==> src/rtl/lbsd_ram.sv <==
`timescale 1ns / 1ps

module lbsd_ram #(
   parameter int Width = 8,
   parameter int Depth = 16,
   localparam int AddrW = (Depth <= 2) ? 1 : $clog2(Depth)
) (
   input  logic             clock,
   input  logic             wr_en,
   input  logic [AddrW-1:0] wr_addr,
   input  logic [Width-1:0] wr_data,
   input  logic             rd_en,
   input  logic [AddrW-1:0] rd_addr,
   output logic [Width-1:0] rd_data
);

   logic [Width-1:0] mem_ff [Depth];
   logic [Width-1:0] rd_data_ff;

   // read-first on a same-address collision
   always_ff @(posedge clock) begin
      if (wr_en) begin
         mem_ff[wr_addr] <= wr_data;
      end
      if (rd_en) begin
         rd_data_ff <= mem_ff[rd_addr];
      end
   end

   assign rd_data = rd_data_ff;

endmodule

==> config.mk <==
export PLATFORM = sky130hd
export DESIGN_NAME = lbsd_ram
export DESIGN_NICKNAME = d
export VERILOG_FILES = /design/src/rtl/lbsd_ram.sv
export SDC_FILE = /design/constraint.sdc
export NUM_CORES = 1
export LEC_CHECK = 0
export CAP_MARGIN = 20
export CORE_ASPECT_RATIO = 0.75
export CORE_MARGIN = 2
export CORE_UTILIZATION = 36
export DETAILED_ROUTE_END_ITERATION = 12
export DONT_BUFFER_PORTS = 1
export PLACE_DENSITY = 0.56
export SYNTH_ARGS = -nofsm -noshare
export SYNTH_HDL_FRONTEND = slang
export SYNTH_SLANG_ARGS = --single-unit
==> constraint.sdc <==
create_clock -name clock -period 1.5 [get_ports clock]
set_input_delay 0.15 -clock clock [delete_from_list [all_inputs] [get_ports clock]]
set_output_delay 0.15 -clock clock [all_outputs]
set_load 0.05 [all_outputs]
# Yosys cells after proc, flatten, opt, wreduce, memory -nomap -nowiden
# Memory sizes are Yosys's and may differ from the RTL's. A register that Yosys moved wholly into a read port is not among the register bits.
# Index checks and enable logic that the tools add are counted.
dict set report word_totals {
  output_inout_bits 8
  reg_bits 0
  memories 1
  elab_cells 3
  ramBits 128
}
# memory depth width rd rd_clocked_by_memory_dff wr line_no
set memory_table {}
lappend memory_table {mem_ff 16 8 1 1 1 17} ;# logic [Width-1:0] mem_ff [Depth];
dict set report classes {
  n_mux 2
}
# cell count
set ops {}
lappend ops {{$mux W1} 2}

# Logic depth before layout (Yosys ltp)
# Gate-level depths: netlist of run 1.
dict set report depth {
  depth_word 2
  ltp_mapped 5
  depth_no_buf 3
}

# Least setup slack after synthesis of run 1
# OpenSTA, ideal clock, no wires.
dict set report synth_timing {
  path_kind {input port to flip-flop}
  startpoint {input port wr_addr[2]}
  endpoint {memory mem_ff[0][0] (enable)}
  arrival_ps 1260
  n_path_buf 0
  path_stages 2
  required_time_ps 1117
  setup_slack_ps -143
  path_cell_list {or3b_2 -> nor3_1}
}
# element line_no
set synth_lines {}
lappend synth_lines {{start: declaration} 10} ;# input logic [AddrW-1:0] wr_addr,
lappend synth_lines {{end: declaration} 17}
# No word-level cell before the write port.

==> results of run 1 <==
## sequential cells by signal (all words and copies together), names as in the netlist
register	cells
mem_ff	128
rd_data	8
## what timing repair did
item | in CTS | in global routing
resized for setup | 0 | 4
endpoints found under the setup margin | 0 | 3
hold buffers | 9 | 0
endpoints found under the hold margin | 136 | 0
## worst max-delay path by stage
stage | from | endpoint | slack, ns | cells after the start
detailed placement | mem_ff[11][0]$_DFFE_PP_ | rd_data[0]$_DFFE_PP_ | 0.03 | 3
global placement | mem_ff[11][0]$_DFFE_PP_ | rd_data[0]$_DFFE_PP_ | 0.04 | 3
CTS | mem_ff[11][0]$_DFFE_PP_ | rd_data[0]$_DFFE_PP_ | 0.02 | 3
floorplan | rd_addr[0] | rd_data[1]$_DFFE_PP_ | 0.07 | 5
global route | mem_ff[4][6]$_DFFE_PP_ | rd_data[6]$_DFFE_PP_ | 0.0007 | 3
finish | mem_ff[9][3]$_DFFE_PP_ | rd_data[3]$_DFFE_PP_ | 0.07 | 3
## Yosys cell counts
cell             instances  area (µm²)
nor3_1                   4        20.0
edfxtp_1               136        4080
buf_6                    3        33.8
nand2b_1                 2        12.5
buf_2                    3        15.0
buf_4                    1        7.51
nor2_1                  13        48.8
or3b_2                   1        8.76
nor2b_1                  1        6.26
nand2_1                  9        33.8
mux4_2                  18         405
clkdlybuf4s25_2          3        30.0
and2b_1                  1        7.51
and2_1                   1        6.26
a22oi_1                 16         120
nand3b_1                 2        15.0
nand3_1                  1        5.00
mux4_1                  14         368
## area by class of cell
cell class	instances	area share
timing repair buffer	26	0.0354
sequential	136	0.664
multi-input combinational	83	0.175
tap	200	0.0407
clock buffer	19	0.0704
clock inverter	13	0.0143
## layer usage
layer  part of all wire  vias up  track usage
li1                   -     1052            -
met1               0.48     1238        0.229
met2               0.42       81        0.206
met3              0.082       11       0.0452
met4              0.010        0       0.0424
met5                  0        -            0
## layout by cell type (no fill, tap or decap), types with 3 or more instances in the layout
cell           Yosys  routed
a22oi_1           16      13
a22oi_2            0       3
buf_4              1      17
clkbuf_16          0      17
clkinv_1           0       6
clkinv_2           0       4
dlygate4sd3_1      0       9
edfxtp_1         136     136
mux4_1            14      13
mux4_2            18      19
nand2_1            9       9
nor2_1            13      13
nor3_1             4       3
## per-stage QoR
stage | hold slack [ns] | setup WS [ns] | util
finish | 0.0876 | 0.0676 | 0.429
global route | 0.0844 | 0.000676 | 0.429
CTS | 0.0758 | 0.0201 | 0.429
detailed placement | 0.250 | 0.0275 | 0.386
global placement | 0.250 | 0.0401 | 0.386
floorplan | 0.249 | 0.0676 | -
## cells by family after synthesis
kind of cell / Yosys count / share of synthesized area
mux: 32 / 0.148
flops: 136 / 0.781
simple gates: 35 / 0.0314
buf+inv: 10 / 0.0165
compound gates: 16 / 0.0230
## power groups by stage
stage          clock network (mW)  registers (mW)  logic, mW
6_report                     3.68            4.38      0.311
5_1_grt                      3.91            4.38      0.341
4_1_cts                      3.76            4.38      0.311
3_5_place_dp                    0            4.46      0.237
3_3_place_gp                    0            4.45      0.236
2_1_floorplan                   0            4.44      0.216
## worst register-to-register path, stage by stage, from the launching register on
cell	delay [ns]
edfxtp_1	0.35
mux4_1	0.51
a22oi_1	0.25
nand2_1	0.07
==> impl.org, run 1 <==
** Logic synthesis
- Sequential cell area fraction in the yosys report :: 0.781
- Number of instances in the synthesized netlist :: 229
- The average instance in the mapped netlist occupies 22.8 µm².
- Flop and latch count out of synthesis :: 136
- Post-synth design cell area :: 5230 µm²
- For this run, the number of Yosys warnings is 0.
- Number of distinct library cell variants in the gate-level netlist after synthesis :: 18
- When the netlist entered floorplanning its net count stood at 248.

** Critical path
- Among cell families on the critical path, the largest total delay comes from multiplexers.
- For the worst setup path, the data arrival time is 1.59 ns.
- Critical Path, Cell by Cell :: mux4_1 -> a22oi_1 -> nand2_1
- The critical path is of the reg2reg type.
- Crit. End Element :: flip-flop
- Critical path launch point type :: flip-flop
- Of all nets on the critical path, the largest fanout is 1.
- The endpoint identified for the worst register-to-register timing path is rd_data[3]$_DFFE_PP_.
- The largest individual stage delay along the critical path comes from the cell mux4_1.
- Counting cells, the worst reg-to-reg path comes to 3.
- Crit path buf inv count :: 0
- STA puts the critical path data required time at 1.65 ns.
- Setup slack on the worst reg-to-reg path comes out at 0.07 ns.
- Reg-to-Reg Start :: mem_ff[9][3]$_DFFE_PP_
- Worst stage delay on the critical path :: 0.51 ns

** Pwr
- Across the VDD grid, the largest voltage drop is 768 µV.
- Part of the total power dissipated in sequential elements :: 0.523
- Standby leakage power :: 1.98 nW
- NetSw :: 1.71 mW
- Of the total power, the share spent switching nets is 0.205.
- The completed layout was analyzed and its total power is 8.37 mW.
- Power Density :: 1360 nW/µm²
- Internal Pwr Total :: 6.66 mW
- Of the total power, the clock network draws 0.440.
- Portion of total power attributed to combinational logic :: 0.037

** Global routing
- Number of global-route vias before repair :: 2465
- First-pass GRT wire length :: 16000 µm
- The number of antenna violations at the first check in global routing is 0.
- Summed over all layers, the global routing overflow is 0.
- Entering global routing, the biggest net connects 33 pins.
- GR Util All Layers :: 0.150

** Placed design
- Estimated wirelength of the detail-placed design :: 6480 µm
- In this run the cell area measured after placement is 5520 µm².
- At the end of routability-driven placement, the weighted congestion stood at 0.680.
- Port buffering added 0 buffers.
- Including well taps, the total number of placed cells is 436.

** Die
- After floorplanning, the core was sized to cover 14300 µm².
- Die boundary width :: 143 µm
- After floorplanning, the core was divided into 38 placement rows.
- Die H :: 108 µm
- The die covers 15500 µm².
- For this configuration, the core starts out at a cell density of 0.365.
- During I/O placement, the number of pins put on the boundary was 27.

** Drt
- Residual DRC count :: 0
- Dividing the detail-routed via count by the number of cells gives 4.99.
- Average routed wire per standard cell :: 22.1 µm
- Once detail routing completed, the nets flagged for antenna violations numbered 0.
- Count of routing violations after the opening detailed-route iteration :: 229
- Detailed-route via count :: 2382
- After detailed routing, the total wire length is 10600 µm.
- The pre-antenna-repair detailed-routing pass consisted of 4 iterations.

** Run status
- The flow ran to the end, and the final reports show no timing, DRC or antenna violations.

** STA
- For the pin with the worst max-slew slack, the measured transition is 0.878 ns.
- Hold Fails Final Rpt :: 0
- Final-report max-slew violation count :: 0
- Count of final setup violators :: 0
- Adding up every negative setup slack in the final design gives 0 ns.
- Clock skew on the completed layout was measured at 0.00580 ns.
- Achievable frequency :: 698 MHz
- Period utilization :: 0.955
- Setup repair after global routing left no endpoint under its margin.
- The worst path in the final design needs a cycle of 1.43 ns, including I/O delays and setup.
- Headroom to the max-slew limit came out at 0.413.

** Layout
- Final Net Count :: 283
- The filler cells instantiated in the layout total 1239.
- Final Cell Area :: 6150 µm²
- Non-filler cells in the finished layout :: 477
- Layout cells sized above 1 :: 0.235
- Relative to the synthesized area, the layout overhead comes to 17.6%.
- Antenna cells :: 0
- In the final layout, flip-flops and latches occupy 4080 µm².
- The multi-input combinational cells in the finished layout cover a total of 1070 µm².

** Clock network
- For this design, the sink count on the clock tree is 136.
- Clock tree synthesis selected as its root buffer the cell clkbuf_16.
- Number of buffers on the longest clock path :: 2
- In this run the number of H-tree levels came out at 4.
- Clock-pin slew was measured on the worst setup and hold paths at 0.05 ns.
- Counting the buffers created by CTS gives 17.
- TritonCTS built the clock tree.
- Clock latency on the worst-skew pair, taken at its later pin, is 0.41 ns.
- Setup repair bufs after CTS :: 0

** Flow run
- Total of max-cap violations :: 0

** Worst hold path
- For hold timing, the worst endpoint is mem_ff[4][4]$_DFFE_PP_.
- Hold depth :: 2
- In this run the most critical hold path is launched from wr_addr[0].
- Path class of the lowest-slack min-delay path :: in2reg
(Power assumes the default switching activity.)
==> run 2: changes to the inputs <==
Settings changed: CORE_UTILIZATION 36 to 30, PLACE_DENSITY 0.56 to 0.49.
==> run 2 against run 1 <==
  * Non-clock buffer count increased by 1
  * Fmax grew 0.16%
  * Sequential cell count did not move
  * Sequential share of layout area decreased by 0.58 points
  * Setup slack gained 0.0022 ns
  * Core utilization shrank 6.3 points
  * Register-to-register slack is essentially flat
  * Clock power up 4%
  * Worst hold slack better by 0.0071 ns
  * Wire length rose by 2.3%
  * Sequential power is essentially flat
==> impl.org, run 2 (same netlist as run 1, synthesis figures left out) <==
** Run status
- Status: completed (unchanged).

** STA
- The maximum frequency from static timing analysis was 699 MHz (was 698 MHz).
- Hold Fails Final Rpt :: 0 (unchanged)
- The final worst clock skew was 0.00781 ns (was 0.00580 ns).
- Rel. slew slack :: 0.416 (was 0.413)
- The final setup violation count was 0 (unchanged).
- Slew @ Worst Pin :: 0.872 ns (was 0.878 ns)
- Period utilization :: 0.953 (was 0.955)
- The number of pins with negative max-slew slack in the final report was 0 (unchanged).
- Final setup TNS :: 0 ns (unchanged)
- The final critical-path required period came to 1.43 ns (about the same).
- Setup repair after global routing missed its margin: no (unchanged).

** Clock network
- The TritonCTS clock tree was built (unchanged).
- Total CTS buffers :: 17 (unchanged)
- Number of buffers on the longest clock path :: 2 (unchanged)
- CTS clk-pin slew, worst paths :: 0.06 ns (was 0.05 ns)
- The number of clock sinks was 136 (unchanged).
- The root buffer cell is clkbuf_16 (unchanged).
- Clock latency on the worst-skew pair :: 0.41 ns (about the same)
- H-tree depth reported by CTS :: 4 (unchanged)

** Global routing
- Initial antenna violation count :: 0 (unchanged)
- The via count of the first global-routing pass came to 2535 (was 2465).
- The wire length of the first global-routing pass came to 16300 µm (was 16000 µm).
- GR Util All Layers :: 0.125 (was 0.150)
- The pin count of the biggest net entering global routing was 33 (unchanged).
- Gr ovfl total :: 0 (unchanged)

** Critical path
- Data arrival time of the critical path :: 1.58 ns (was 1.59 ns)
- Kind of critical path :: reg2reg (unchanged)
- Data required time at the worst endpoint :: 1.65 ns (about the same)
- Crit. End Element :: flip-flop (unchanged)
- The kind of launch point of the worst setup path was a flip-flop (unchanged).
- The worst-path maximum fanout was 1 (unchanged).

** Die
- The number of primary I/O pins was 27 (unchanged).
- The horizontal die dimension is 156 µm (was 143 µm).
- Area of the core :: 16900 µm² (was 14300 µm²)
- Overall die area :: 18500 µm² (was 15500 µm²)
- The height of the die came to 118 µm (was 108 µm).
- The initial core utilization was 0.309 (was 0.365).
- The cell row count came to 41 (was 38).

** Layout
- Most common cell after layout, fill and taps aside :: edfxtp_1 (unchanged)
- Most frequent cells in the layout :: edfxtp_1 (136), mux4_2 (18), buf_4 (18) (was edfxtp_1 (136), mux4_2 (19), clkbuf_16 (17), buf_4 (17))
- Filler Cells Inserted :: 1565 (was 1239)
- End-of-flow core utilization :: 0.366 (was 0.429)
- The fraction of final layout cells with drive strength greater than 1 was 0.243 (was 0.235).
- Max FFs per register :: 128 (unchanged)
- Final Net Count :: 284 (was 283)
- The register name with the most flops is mem_ff (unchanged).
- Antenna cells :: 0 (unchanged)
- P&R area growth vs syn :: 18.6% (was 17.6%)

** Drt
- The via density per instance came to 4.95 (was 4.99).
- The residual DRC count came to 0 (unchanged).
- Detailed-route via count :: 2431 (was 2382)
- The antenna violation net count after detailed routing is 0 (unchanged).
- Drt pass-1 iters :: 4 (unchanged)
- The initial DRC count is 205 (was 229).
- The total wire length after detailed routing came to 10800 µm (was 10600 µm).
- Average routed wire per standard cell :: 22.0 µm (was 22.1 µm)

** Placed design
- The final HPWL from detailed placement came to 6860 µm (was 6480 µm).
- # port buffers :: 0 (unchanged)
- The final weighted congestion of routability-driven global placement is 0.733 (was 0.680).

** Pwr
- Power Density :: 1370 nW/µm² (was 1360 nW/µm²)
- The maximum vdd ir drop came to 653 µV (was 768 µV).
- Standby leakage power :: 2.00 nW (was 1.98 nW)

** Worst hold path
- Path class of the lowest-slack min-delay path :: in2reg (unchanged)

** Flow run
- Total of max-cap violations :: 0 (unchanged)
==> run 2: per-stage QoR <==
step | area [µm²] | hold slack, ns | power, mW | instances | setup WS [ns]
5_1_grt | 6200 | 0.0849 | 8.79 | 491 | 0.00399
3_5_place_dp | 5550 | 0.250 | 4.70 | 452 | 0.00182
2_1_floorplan | 5230 | 0.249 | 4.66 | 229 | 0.0676
3_3_place_gp | 5550 | 0.250 | 4.69 | 452 | 0.0433
4_1_cts | 6180 | 0.0847 | 8.59 | 491 | 0.0422
6_report | 6200 | 0.0947 | 8.52 | 491 | 0.0698
==> run 2: critical path, cell delays in order (launching register included) <==
cell      delay, ns
edfxtp_1       0.37
mux4_2         0.49
a22oi_2        0.22
nand2_1        0.09
==> run 2: layout make-up <==
cell class	count	area [µm²]	share of cell area
sequential	136	4080	0.659
timing repair buffer	27	225	0.0363
tap	215	269	0.0434
clock buffer	17	425	0.0686
clock inverter	13	114	0.0184
multi-input combinational	83	1080	0.175
==> run 2: path summary, 6_finish.rpt <==
check                           slack [ns]  cells past startpoint               startpoint                endpoint
worst max-delay path                  0.07                      3   mem_ff[2][4]$_DFFE_PP_    rd_data[4]$_DFFE_PP_
worst min register to register        0.76                      3  mem_ff[11][3]$_DFFE_PP_    rd_data[3]$_DFFE_PP_
worst min-delay path                  0.09                      2               wr_addr[0]  mem_ff[4][5]$_DFFE_PP_
worst max register to register        0.07                      3   mem_ff[2][4]$_DFFE_PP_    rd_data[4]$_DFFE_PP_
==> run 2: routing by layer <==
layer | vias up | part of all wire | wire [µm] | track usage
li1 | 1053 | - | - | -
met1 | 1316 | 0.49 | 5260 | 0.176
met2 | 51 | 0.46 | 4960 | 0.187
met3 | 11 | 0.045 | 483 | 0.0407
met4 | 0 | 0.0094 | 102 | 0.0310
met5 | - | 0 | 0 | 0
==> run 2: timing repair <==
action	CTS	global route
hold buffers	9	0
endpoints found under the setup margin	1	3
buffers inserted	0	0
hold endpoints to repair	136	0
gates resized for setup	1	3
==> run 2: power breakdown <==
part	internal, mW	switching, mW
Clock	2.38	1.45
Combinational	0.148	0.162
Sequential	4.29	0.0936
Total	6.81	1.71
