File: src/rtl/lbsd_pkg.sv
`timescale 1ns / 1ps

package lbsd_pkg;

   // field widths
   localparam int IdxW     = 8;
   localparam int LevelW   = 16;
   localparam int ErrW     = 9;
   localparam int ByteW    = 8;
   localparam int GainW    = 17;
   localparam int CsrAddrW = 1;

   // strip size and state memory geometry
   localparam int LedCount = 144;
   localparam int LedDepth = (LedCount < (2 ** IdxW)) ? LedCount : (2 ** IdxW);
   localparam int LedAddrW = (LedDepth <= 2) ? 1 : $clog2(LedDepth);

   // stream words
   localparam int ReqDataW = IdxW + LevelW + 3 * ByteW;
   localparam int RspDataW = IdxW + 4 * ByteW;

   // fixed-point constants
   localparam int ScaledW = LevelW + ByteW;
   localparam logic [GainW-1:0]   GainOne     = 17'h10000;
   localparam logic [LevelW-1:0]  SnapLimit   = 16'd514;
   localparam logic [ScaledW-1:0] DitherFloor = 24'd196608;
   localparam logic [ScaledW-1:0] ScaledMax   = 24'hFF0000;

   // result queue, depth a power of two
   localparam int FifoDepth = 8;
   localparam int FifoPtrW  = $clog2(FifoDepth);
   localparam int FifoCntW  = $clog2(FifoDepth + 1);

   // register indexes
   localparam logic [CsrAddrW-1:0] CsrAttackGain  = 1'b0;
   localparam logic [CsrAddrW-1:0] CsrReleaseGain = 1'b1;

   typedef struct packed {
      logic [LevelW-1:0]      level;
      logic signed [ErrW-1:0] err;
   } led_state_type;

   localparam int StateW = $bits(led_state_type);

   typedef struct packed {
      logic             last;
      logic [ByteW-1:0] level_byte;
      logic [ByteW-1:0] blue_byte;
      logic [ByteW-1:0] red_byte;
      logic [ByteW-1:0] green_byte;
      logic [IdxW-1:0]  slot;
   } rsp_word_type;

endpackage

File: src/rtl/lbsd_fifo.sv
`timescale 1ns / 1ps

module lbsd_fifo (
   input  logic                   clock,
   input  logic                   reset,
   input  logic                   in_valid,
   input  lbsd_pkg::rsp_word_type in_data,
   output logic                   out_valid,
   input  logic                   out_ready,
   output lbsd_pkg::rsp_word_type out_data
);

   import lbsd_pkg::*;

   rsp_word_type        entry_ff [FifoDepth];
   logic [FifoPtrW-1:0] wr_ptr_ff, wr_ptr_in;
   logic [FifoPtrW-1:0] rd_ptr_ff, rd_ptr_in;
   logic [FifoCntW-1:0] count_ff, count_in;
   logic                pop;

   // no overflow check: the caller holds back input by credit
   assign out_valid = (count_ff != '0);
   assign out_data  = entry_ff[rd_ptr_ff];
   assign pop       = out_valid && out_ready;

   always_comb begin
      wr_ptr_in = wr_ptr_ff + FifoPtrW'(in_valid);
      rd_ptr_in = rd_ptr_ff + FifoPtrW'(pop);
      count_in  = count_ff + FifoCntW'(in_valid) - FifoCntW'(pop);
   end

   always_ff @(posedge clock) begin
      if (in_valid) begin
         entry_ff[wr_ptr_ff] <= in_data;
      end
   end

   always_ff @(posedge clock) begin
      if (reset) begin
         wr_ptr_ff <= '0;
         rd_ptr_ff <= '0;
         count_ff  <= '0;
      end else begin
         wr_ptr_ff <= wr_ptr_in;
         rd_ptr_ff <= rd_ptr_in;
         count_ff  <= count_in;
      end
   end

endmodule

File: config.mk
export PLATFORM = sky130hd
export DESIGN_NAME = lbsd_fifo
export DESIGN_NICKNAME = d
export VERILOG_FILES = /design/src/rtl/lbsd_pkg.sv /design/src/rtl/lbsd_fifo.sv
export SDC_FILE = /design/constraint.sdc
export NUM_CORES = 1
export LEC_CHECK = 0
export BUFFER_PORTS_ARGS = -buffer_cell sky130_fd_sc_hd__buf_2
export CAP_MARGIN = 20
export CORE_MARGIN = 3
export CORE_UTILIZATION = 39
export CTS_BUF_LIST = sky130_fd_sc_hd__clkbuf_2
export DETAILED_ROUTE_END_ITERATION = 16
export GPL_TIMING_DRIVEN = 0
export SLEW_MARGIN = 20
export SYNTH_ARGS = -nofsm -noshare
export SYNTH_HDL_FRONTEND = slang
export SYNTH_SLANG_ARGS = --single-unit
File: constraint.sdc
create_clock -name clock -period 4 [get_ports clock]
set_input_delay 0.2 -clock clock [delete_from_list [all_inputs] [get_ports clock]]
set_output_delay 0.2 -clock clock [all_outputs]
set_load 0.1 [all_outputs]
After elaboration in Yosys (flattened, before gate mapping)
Memory sizes are Yosys's and may differ from the RTL's. A register that Yosys moved wholly into a read port is not among the register bits.
Index checks and enable logic that the tools add are counted.

storage, ports and cells
  bits in registers = 10
  bits in writable memories = 328
  input bits = 45
  output and inout port bits = 42
  logic and storage cells = 13
  memories kept = 1

memory list
  memory    depth  width  rd ports  clocked after Yosys merged registers in  wr ports  line             text
  entry_ff  8      41     1         1                                        1         lbsd_fifo.sv:15  rsp_word_type entry_ff [FifoDepth];

operators by class
  $add $sub $neg = 4
  mux-type cells = 3
  reduce and logical (&&, ||, !) cells = 2

operators with widths
  kind               count
  $add 3x1->3        2
  $add 4x1->4        1
  $reduce_bool 4->1  1
  $sub 4x1->4        1
  $mux 3             1
  $mux 1             2
  $logic_and 1x1->1  1

Logic depth before layout (Yosys ltp)
Gate-level depths: netlist of the first run.

  depth after elaboration = 4
  depth in mapped cells = 10
  mapped depth without buffers = 10

Worst setup path after synthesis of the first run
OpenSTA, ideal clock, no wires.

  kind = register to register
  start point = reg wr_ptr_ff[1]
  end point = mem entry_ff[0][0] (netlist bit), enable pin
  library setup time = 0.490 ns
  arrival time = 3.296 ns
  data required time = 3.510 ns
  setup slack = 0.213 ns
  cell stages (with the launch flop) = 3
  buffers on the path = 0
  clock period less this slack = 3.787 ns
  path through = dfxtp_1 > nand2b_1 > nor3_1

RTL lines
  what                    line             text
  from (decl)             lbsd_fifo.sv:16  logic [FifoPtrW-1:0] wr_ptr_ff, wr_ptr_in;
  from (signal assigned)  lbsd_fifo.sv:44  wr_ptr_ff <= wr_ptr_in;
  to (decl)               lbsd_fifo.sv:15

No word-level cell before the write port.

==> results.sh, run 1 <==
export IMPL_outcome="completed"
export IMPL_yosysWarnings=0
export IMPL_final_core_util=0.483
export IMPL_dp_hpwl_mm=18.0
export IMPL_ir_drop_mv=0.402
export IMPL_cts_root_buf="clkbuf_2"
export IMPL_whs_path_depth=2
export IMPL_grt_max_degree=19
export IMPL_antenna_found_initial=2
export IMPL_r2r_start="rd_ptr_ff[0]"
export IMPL_die_width_um=190
export IMPL_busiest_layer="met2"
export IMPL_reg2reg_to="rd_ptr_ff[0]"
export IMPL_min_to="entry_ff[4][31]"
export IMPL_grt_pass1_wl_mm=42.5
export IMPL_drv_slew=0
export IMPL_cp_end_kind="output port"
export IMPL_clkSinkCount=338
export IMPL_setup_slack_ns=0.806
export IMPL_cp_max_fo=10
export IMPL_synth_cell_types=26
export IMPL_pin_count=87
export IMPL_clockBufferDepth=3
export IMPL_syn_area_per_cell_um2=24.6
export IMPL_drv_cap=0
export IMPL_startpoint_type="flop"
export IMPL_area_delta_synth_final_pct=20.6
export IMPL_gr_usage_met1=0.212
export IMPL_dpl_instance_area_um2=14700
export IMPL_rsz0062_at_grt="false"
export IMPL_synth_top_area_cell="edfxtp_1"
export IMPL_firstDrtPassIters=4
export IMPL_crit_arrival_ns=2.99
export IMPL_netlist_area_um2=13200
export IMPL_pwr_density_cell_nw_per_um2=534
export IMPL_leakage_nw=5.47
export IMPL_wl_per_cell_um=22.1
export IMPL_reg2reg_setup_slack_ns=1.58
export IMPL_drive_gt1_frac=0.373
export IMPL_ys_seq_elements=338
export IMPL_route_vias_total=6496
export IMPL_final_antenna_net_count=0
export IMPL_die_area_um2=36000
export IMPL_final_hold_violation_count=0
export IMPL_drc_errors=0
export IMPL_coreArea_um2=32900
export IMPL_finalWeightedCongestion=0.695
export IMPL_synth_seq_area_share=0.763
export IMPL_htreeDepth=3
export IMPL_post_route_min_period_ns=3.19
export IMPL_overflow=0
export IMPL_syn_nets=589
export IMPL_numCtsBuffers=85
export IMPL_nets=834
export IMPL_post_place_ws_ns=1.61
export IMPL_synth_area_leaders="edfxtp_1, mux4_1, mux2_2, dfxtp_1, buf_6"
export IMPL_worstMarginPinSlew_ns=0.844
export IMPL_synth_top_area_share=0.748
export IMPL_use_met3=0.0398
export IMPL_die_height_um=190
export IMPL_r2r_cells=5
export IMPL_port_buffers=86
export IMPL_setup_viol=0
export IMPL_clock_skew_final_ns=0.0824
export IMPL_postCtsSetupBuffers=0
export IMPL_gr_usage_met2=0.263
export IMPL_drt_initial_drc_count=428
export IMPL_hp_start="in_data[31]"
export IMPL_worstSkewPairLatency_ns=0.87
export IMPL_start_util=0.401
export IMPL_grt_use_total=0.160
export IMPL_max_freq_ghz=0.313
export IMPL_netlist_instances=536
export IMPL_routed_via_density=5.06
export IMPL_fin_area_um2=15900
export IMPL_clk_pin_slew_ns=0.10
export IMPL_worstSetupPathType="reg -> out"
export IMPL_cts_tree="yes"
export IMPL_grt_pass1_vias=7067
export IMPL_critPathRequiredTime_ns=3.80
export IMPL_hold_class="in -> reg"
export IMPL_min_period_over_period=0.798
export IMPL_wl_mm=28.3
export IMPL_slew_headroom=0.434
export IMPL_num_rows=66
-- worst max path at each step --
stage	from	to	slack [ns]	cells past startpoint
final	rd_ptr_ff[0]	out_data[10]	0.81	4
after global routing	rd_ptr_ff[0]	out_data[10]	0.60	4
after CTS	rd_ptr_ff[0]	out_data[10]	0.72	4
after detailed placement	rd_ptr_ff[0]	out_data[10]	1.61	4
after global placement	wr_ptr_ff[1]	entry_ff[0][13]	-3.24	2
after floorplan	wr_ptr_ff[1]	entry_ff[0][0]	0.21	2
-- where the power goes --
| group | leakage (nW) | total, W | internal (W) | switching, W |
|---|---|---|---|---|
| Combinational | 1.84 | 0.00226 | 0.000621 | 0.00164 |
| Sequential | 3.06 | 0.00402 | 0.00399 | 0.0000327 |
| Clock | 0.571 | 0.00220 | 0.000886 | 0.00132 |
-- state kept, by name, indices dropped and copies added (netlist names) --
register / cells
entry_ff: 328
count_ff: 4
rd_ptr_ff: 3
wr_ptr_ff: 3
-- Yosys cell counts (all sizes together) --
cell type and count:
or3b 1, nor3 2, a21oi 2, xnor2 2
ha 7, mux4 82, a31o 1, and3 1
dfxtp 10, nand2b 4, mux2 42, nor2b 5
inv 4, clkbuf 7, buf 17, edfxtp 328
nand3 1, nand2 3, or2 1, fa 1
nor2 13, mux2i 1, xor2 1
-- routing by layer --
metal | up-vias | routed length [µm] | part of all wire
met5 | - | 0 | 0
met4 | 0 | 438 | 0.015
met3 | 44 | 1560 | 0.055
met2 | 209 | 14100 | 0.50
met1 | 3358 | 12200 | 0.43
li1 | 2885 | - | -
-- cell usage in the layout, fill, tap and decap left out, types with 2 or more instances in the layout --
| cell | n |
|---|---|
| edfxtp_1 | 328 |
| clkbuf_2 | 122 |
| buf_2 | 93 |
| mux4_1 | 80 |
| dlygate4sd3_1 | 46 |
| mux2_2 | 42 |
| clkinv_1 | 16 |
| buf_6 | 13 |
| dfxtp_1 | 10 |
| buf_16 | 10 |
| buf_4 | 8 |
| clkbuf_1 | 7 |
| nor2_1 | 7 |
| ha_1 | 7 |
| nor2_4 | 6 |
| nor2b_1 | 5 |
| inv_1 | 4 |
| nand2b_1 | 4 |
| buf_12 | 4 |
| nand2_1 | 3 |
| diode_2 | 2 |
| mux4_2 | 2 |
| nor3_2 | 2 |
| xnor2_1 | 2 |
| a21oi_1 | 2 |
| inv_2 | 2 |
| clkinv_4 | 2 |
-- area by class of cell --
class / count / area [µm²]
Buffer: 24 / 166
Fill cell: 2795 / 17000
Tap cell: 442 / 553
Clock inverter: 24 / 136
Antenna cell: 2 / 5.00
Sequential cell: 338 / 10000
Inverter: 4 / 15.0
Timing Repair Buffer: 158 / 1350
Multi-Input combinational cell: 170 / 2990
Clock buffer: 122 / 611
-- kinds of logic (layout without fill, tap and decap cells) --
family	count (synthesis)	count (layout)	share of synthesized area
AND/OR/NAND/NOR	31	31	0.0116
buffers and inverters	28	332	0.0138
other	0	2	0
AO/OA/AOI/OAI	3	3	0.00143
adder cells (fa/ha/maj)	8	8	0.00817
XOR/XNOR	3	3	0.00200
flip-flops	338	338	0.763
multiplexers	125	125	0.200
-- what timing repair did --
action                                 4_1_cts  5_1_grt
resized for setup                            0        0
setup endpoints to repair                    0        0
endpoints found under the hold margin      338        0
hold buffers                                46        0
-- stage by stage --
step / hold slack, ns / power [W] / setup TNS [ns] / std cells
2_1_floorplan: 0.299 / 0.00586 / 0 / 536
3_3_place_gp: 0.452 / 0.00626 / -456.23 / 1064
3_5_place_dp: 0.468 / 0.00633 / 0 / 1090
4_1_cts: 0.0349 / 0.00860 / 0 / 1282
5_1_grt: 0.0332 / 0.00887 / 0 / 1284
6_report: 0.139 / 0.00849 / 0 / 1284
-- worst max-delay path, cell delays in order, from the launching register on --
cell      delay, ns
dfxtp_1        0.31
clkbuf_1       0.43
clkbuf_1       0.69
mux2_2         0.34
buf_2          0.43
Note: power is estimated with default switching activity, not from simulation.
==> run 2: changes to the inputs <==
==> constraint.sdc (replaced) <==
create_clock -name clock -period 2.85 [get_ports clock]
set_input_delay 0.1425 -clock clock [delete_from_list [all_inputs] [get_ports clock]]
set_output_delay 0.1425 -clock clock [all_outputs]
set_load 0.1 [all_outputs]
==> run 2 against run 1 <==
  * Utilization up 1.0 points
  * Sequential power up 41%
  * Critical endpoint is now out_data[29]
  * Clock-buffer cell count down 3
  * Register-to-register slack worse by 1.4 ns
  * Final area up 2.2%
==> results.sh, run 2 (synthesis results as in run 1) <==
export IMPL_crit_arrival_ns=2.58
export IMPL_grt_pass1_vias=6918
export IMPL_pin_count=87
export IMPL_cts_root_buf="clkbuf_2"
export IMPL_die_height_um=190
export IMPL_dp_hpwl_mm=16.8
export IMPL_worstSetupPathType="reg -> out"
export IMPL_die_area_um2=36000
export IMPL_slew_headroom=0.539
export IMPL_grt_use_total=0.154
export IMPL_power_internal_w=0.00797
export IMPL_antenna_found_initial=1
export IMPL_stdcell_count=1281
export IMPL_max_freq_ghz=0.367
export IMPL_dpl_instance_area_um2=14700
export IMPL_hold_class="in -> reg"
export IMPL_crit_path_frequent_cell="buf_12"
export IMPL_p_seq_frac=0.466
export IMPL_firstDrtPassIters=5
export IMPL_coreArea_um2=32900
export IMPL_clockBufferDepth=3
export IMPL_die_width_um=190
export IMPL_post_route_min_period_ns=2.72
export IMPL_final_hold_violation_count=0
export IMPL_tns_ns=0
export IMPL_min_period_over_period=0.956
export IMPL_rsz0062_at_grt="true"
export IMPL_pwr_density_cell_nw_per_um2=748
export IMPL_p_clk_frac=0.247
export IMPL_start_util=0.401
export IMPL_clock_skew_final_ns=0.0630
export IMPL_finalWeightedCongestion=0.675
export IMPL_clkSinkCount=338
export IMPL_cp_max_fo=10
export IMPL_post_place_cells=1085
export IMPL_clk_pin_slew_ns=0.10
export IMPL_nets=828
export IMPL_port_buffers=86
export IMPL_switching_share=0.343
export IMPL_startpoint_type="flop"
export IMPL_grt_pass1_wl_mm=40.9
export IMPL_wl_mm=27.3
export IMPL_route_vias_total=6374
export IMPL_drc_errors=0
export IMPL_overflow=0
export IMPL_worstSkewPairLatency_ns=0.83
export IMPL_crit_path_max_incr_delay_ns=0.56
export IMPL_numCtsBuffers=82
export IMPL_final_antenna_net_count=0
export IMPL_critPathRequiredTime_ns=2.71
export IMPL_leakage_nw=5.57
export IMPL_outcome="completed"
export IMPL_drt_initial_drc_count=289
export IMPL_htreeDepth=3
export IMPL_fin_area_um2=16200
export IMPL_final_cell_mix="edfxtp_1, clkbuf_2, mux4_1"
export IMPL_drive_gt1_frac=0.374
export IMPL_num_rows=66
export IMPL_slowest_stage="mux4_1"
export IMPL_grt_max_degree=19
export IMPL_drv_cap=0
export IMPL_cp_end_kind="output port"
export IMPL_final_common_cell="edfxtp_1"
export IMPL_setup_viol=0
export IMPL_largest_reg_flops=328
export IMPL_switchingPower_w=0.00417
export IMPL_comb_power_share=0.287
export IMPL_worstMarginPinSlew_ns=0.690
export IMPL_area_delta_synth_final_pct=23.2
export IMPL_final_core_util=0.494
export IMPL_ir_drop_mv=0.372
export IMPL_routed_via_density=4.98
export IMPL_crit_chain="buf_12, buf_12, mux4_1, mux2_2, buf_4"
export IMPL_cts_tree="yes"
export IMPL_regMostFlops="entry_ff"
export IMPL_drv_slew=0
export IMPL_wl_per_cell_um=21.3
export IMPL_top_regs="entry_ff: 328 flops, count_ff: 4 flops"
==> run 2: cell types whose count changed in the layout (fill, tap and decap cells not counted), sizes merged <==
cell / previous run / this run
clkbuf: 129 / 128
clkinvlp: 1 / 0
inv: 7 / 6
clkinv: 19 / 25
dlygate4sd3: 46 / 47
diode: 2 / 1
buf: 129 / 123
==> run 2: cell type report <==
cell class	instances	area, µm²
Sequential cell	338	10100
Fill cell	2771	16600
Tap cell	442	553
Timing Repair Buffer	156	1590
Multi-Input combinational cell	170	3010
Inverter	4	15.0
Clock inverter	28	134
Antenna cell	1	2.50
Buffer	23	267
Clock buffer	119	596
==> run 2: metal layers <==
metal	global-route usage	part of all wire	wire, µm
met1	0.185	0.39	10700
met2	0.273	0.54	14800
met5	0	0	0
met3	0.0372	0.051	1390
met4	0.0523	0.016	424
==> run 2: power by group through the flow <==
stage | logic [W] | registers [W] | clock network [W]
after floorplan | 0.00248 | 0.00575 | 0
after global placement | 0.00301 | 0.00576 | 0
after detailed placement | 0.00312 | 0.00576 | 0
after CTS | 0.00337 | 0.00566 | 0.00313
after global routing | 0.00362 | 0.00568 | 0.00339
final | 0.00348 | 0.00566 | 0.00300
==> run 2: what timing repair did <==
action,4_1_cts,5_1_grt
resized for setup,69,44
setup endpoints to repair,41,42
hold buffers,47,0
buffers inserted,0,1
gates cloned,0,1
endpoints found under the hold margin,339,0
==> run 2: critical path, delay by kind of cell (launching register included) <==
kind	cells	cell delay [ns]
multiplexers	2	0.86
flip-flops	1	0.40
buffers and inverters	3	0.54
==> run 2: per-stage QoR <==
stage	worst slack [ns]	power (W)	hold slack, ns
5_1_grt	-0.0558	0.0127	0.0380
2_1_floorplan	0.145	0.00822	0.241
3_3_place_gp	-1.91	0.00877	0.394
4_1_cts	-0.0131	0.0122	0.0113
6_report	0.126	0.0121	0.116
3_5_place_dp	0.453	0.00887	0.408
==> run 2: worst paths after layout <==
kind,from,to,slack (ns),cells after the start
setup reg to reg,count_ff[2],count_ff[0],0.15,9
hold reg to reg,wr_ptr_ff[1],wr_ptr_ff[1],0.66,2
setup / recovery,rd_ptr_ff[1],out_data[29],0.13,5
hold / removal,in_data[38],entry_ff[3][38],0.12,2
==> run 3: changes to the inputs <==
--- a/config.mk
+++ b/config.mk
@@ -5,6 +5,7 @@
 export SDC_FILE = /design/constraint.sdc
 export NUM_CORES = 1
 export LEC_CHECK = 0
+export ABC_AREA = 1
 export BUFFER_PORTS_ARGS = -buffer_cell sky130_fd_sc_hd__buf_2
 export CAP_MARGIN = 20
 export CORE_MARGIN = 3
==> run 3 against run 2 <==
  * Synthesized cell count rose to 2.8 times the previous value
  * Clock skew rose by 0.0030 ns
  * First-iteration DRC count rose by 140%
  * Maximum frequency rose by 3.3%
  * Via count rose by 63%
==> results.sh, run 3 <==
export IMPL_cp_end_kind="output port"
export IMPL_synth_top_area_share=0.662
export IMPL_clk_pin_slew_ns=0.10
export IMPL_r2r_start="count_ff[2]"
export IMPL_drv_slew=0
export IMPL_start_util=0.400
export IMPL_finalWeightedCongestion=0.775
export IMPL_outcome="completed"
export IMPL_final_cell_mix="nand2_1, inv_1, edfxtp_1"
export IMPL_hp_start="in_data[27]"
export IMPL_cts_tree="yes"
export IMPL_wl_per_cell_um=15.7
export IMPL_postCtsSetupBuffers=0
export IMPL_muxShareOfSynthArea=0
export IMPL_rsz0062_at_grt="true"
export IMPL_hold_class="in -> reg"
export IMPL_synth_flop_cell="edfxtp_1"
export IMPL_antenna_found_initial=1
export IMPL_synth_cell_types=18
export IMPL_ir_drop_mv=0.835
export IMPL_tns_ns=0
export IMPL_netlist_instances=1491
export IMPL_setup_viol=0
export IMPL_drc_errors=0
export IMPL_synth_top_family_by_area="simple AND/OR/NAND/NOR gates"
export IMPL_largest_reg_flops=328
export IMPL_area_delta_synth_final_pct=19.7
export IMPL_pin_count=87
export IMPL_worstMarginPinSlew_ns=0.673
export IMPL_grt_use_total=0.178
export IMPL_nets=1788
export IMPL_die_height_um=201
export IMPL_die_area_um2=40500
export IMPL_wl_mm=36.0
export IMPL_firstDrtPassIters=5
export IMPL_drive_gt1_frac=0.171
export IMPL_post_route_min_period_ns=2.64
export IMPL_crit_arrival_ns=2.49
export IMPL_final_common_cell="nand2_1"
export IMPL_cts_root_buf="clkbuf_2"
export IMPL_clock_skew_final_ns=0.0661
export IMPL_worstSetupPathType="reg -> out"
export IMPL_drv_cap=0
export IMPL_cp_max_fo=10
export IMPL_top_regs="entry_ff: 328 flops, count_ff: 4 flops"
export IMPL_critPathRequiredTime_ns=2.71
export IMPL_drt_initial_drc_count=690
export IMPL_regMostFlops="entry_ff"
export IMPL_port_buffers=85
export IMPL_async_reset_ff_frac=0
export IMPL_ff_latch_area_um2=10000
export IMPL_grt_pass1_wl_mm=56.4
export IMPL_clockBufferDepth=3
export IMPL_coreArea_um2=37100
export IMPL_ys_seq_elements=338
export IMPL_synth_area_leaders="edfxtp_1, nand2_1, inv_1, nand3_1, buf_6"
export IMPL_grt_max_degree=21
export IMPL_die_width_um=201
export IMPL_synth_fa_ha_area_frac=0.00724
export IMPL_crit_start="rd_ptr_ff[2]"
export IMPL_synth_compound_area_share=0.00135
export IMPL_final_antenna_net_count=0
export IMPL_htreeDepth=3
export IMPL_post_place_ws_ns=0.732
export IMPL_leakage_nw=8.34
export IMPL_route_vias_total=10400
export IMPL_synth_xor_area_share=0.00177
export IMPL_min_period_over_period=0.925
export IMPL_netlist_area_um2=14900
export IMPL_dpl_instance_area_um2=16400
export IMPL_setup_slack_ns=0.214
export IMPL_synth_simple_area_share=0.198
export IMPL_worstSkewPairLatency_ns=0.88
export IMPL_dp_hpwl_mm=22.8
export IMPL_routed_via_density=4.52
export IMPL_final_hold_violation_count=0
export IMPL_syn_nets=1544
export IMPL_final_core_util=0.479
export IMPL_fin_area_um2=17800
export IMPL_synth_top_area_cell="edfxtp_1"
export IMPL_synth_edf_count=328
export IMPL_max_freq_ghz=0.379
export IMPL_num_rows=70
export IMPL_grt_pass1_vias=10500
export IMPL_slew_headroom=0.550
export IMPL_clkSinkCount=338
export IMPL_p_total_w=0.0134
export IMPL_startpoint_type="flop"
export IMPL_overflow=0
export IMPL_numCtsBuffers=86
export IMPL_syn_area_per_cell_um2=9.97
export IMPL_yosysWarnings=0
export IMPL_pwr_density_cell_nw_per_um2=753
export IMPL_synth_seq_area_share=0.676
export IMPL_nFillCells=3493
export IMPL_multi_input_area_um2=3160
export IMPL_yosysMostFrequentCell="nand2_1"
export IMPL_yosys_top_cells_count="nand2_1, inv_1, edfxtp_1"
run 3: logic make-up (layout without fill, tap and decap cells):
| group | after synthesis | count (layout) |
|---|---|---|
| fa+ha+maj | 8 | 8 |
| compound gates | 4 | 4 |
| buf+inv | 410 | 705 |
| simple gates | 728 | 728 |
| other cells | 0 | 2 |
| xor+xnor | 3 | 3 |
| flops | 338 | 338 |
run 3: path summary, 6_finish.rpt:
path	slack, ns	cells after the start	end
setup / recovery	0.21	6	out_data[28]
hold / removal	0.1	2	entry_ff[7][27]
setup reg to reg	0.37	10	count_ff[1]
hold reg to reg	0.59	2	wr_ptr_ff[2]
run 3: stage by stage:
| stage | hold slack [ns] | instances |
|---|---|---|
| 2_1_floorplan | 0.241 | 1491 |
| 3_3_place_gp | 0.413 | 2080 |
| 3_5_place_dp | 0.414 | 2096 |
| 4_1_cts | 0.00104 | 2290 |
| 5_1_grt | 0.0137 | 2292 |
| 6_report | 0.0982 | 2292 |
run 3: cell type report:
| type | instances | share of cell area |
|---|---|---|
| clock buffer | 127 | 0.0357 |
| inverter | 346 | 0.0730 |
| antenna | 2 | 0.000281 |
| sequential | 338 | 0.565 |
| buffer | 64 | 0.0256 |
| timing repair buffer | 156 | 0.0846 |
| tap | 504 | 0.0354 |
| clock inverter | 12 | 0.00337 |
| multi-input combinational | 743 | 0.177 |
run 3: metal layers:
layer | GRT usage | wire [µm]
met5 | 0 | 0
met4 | 0.0638 | 740
met3 | 0.0379 | 2060
met2 | 0.294 | 17000
met1 | 0.234 | 16100
run 3: where the power goes:
group | internal, W | leakage [nW] | total, W | switching (W)
clock | 0.00116 | 0.543 | 0.00301 | 0.00185
combinational | 0.00115 | 4.73 | 0.00475 | 0.00360
sequential | 0.00559 | 3.06 | 0.00563 | 0.0000399
total | 0.00790 | 8.34 | 0.0134 | 0.00549
run 3: worst max-delay path, cell delays in order, from the launching register on:
cell      delay, ns
dfxtp_1        0.31
buf_2          0.18
inv_1          0.23
clkbuf_2       0.37
nand2_1        0.10
nand2_1        0.13
buf_4          0.31
run 3: repair_timing:
item,in CTS,in global routing
setup endpoints to repair,41,37
hold buffers,55,0
endpoints found under the hold margin,338,0
gates resized for setup,27,40
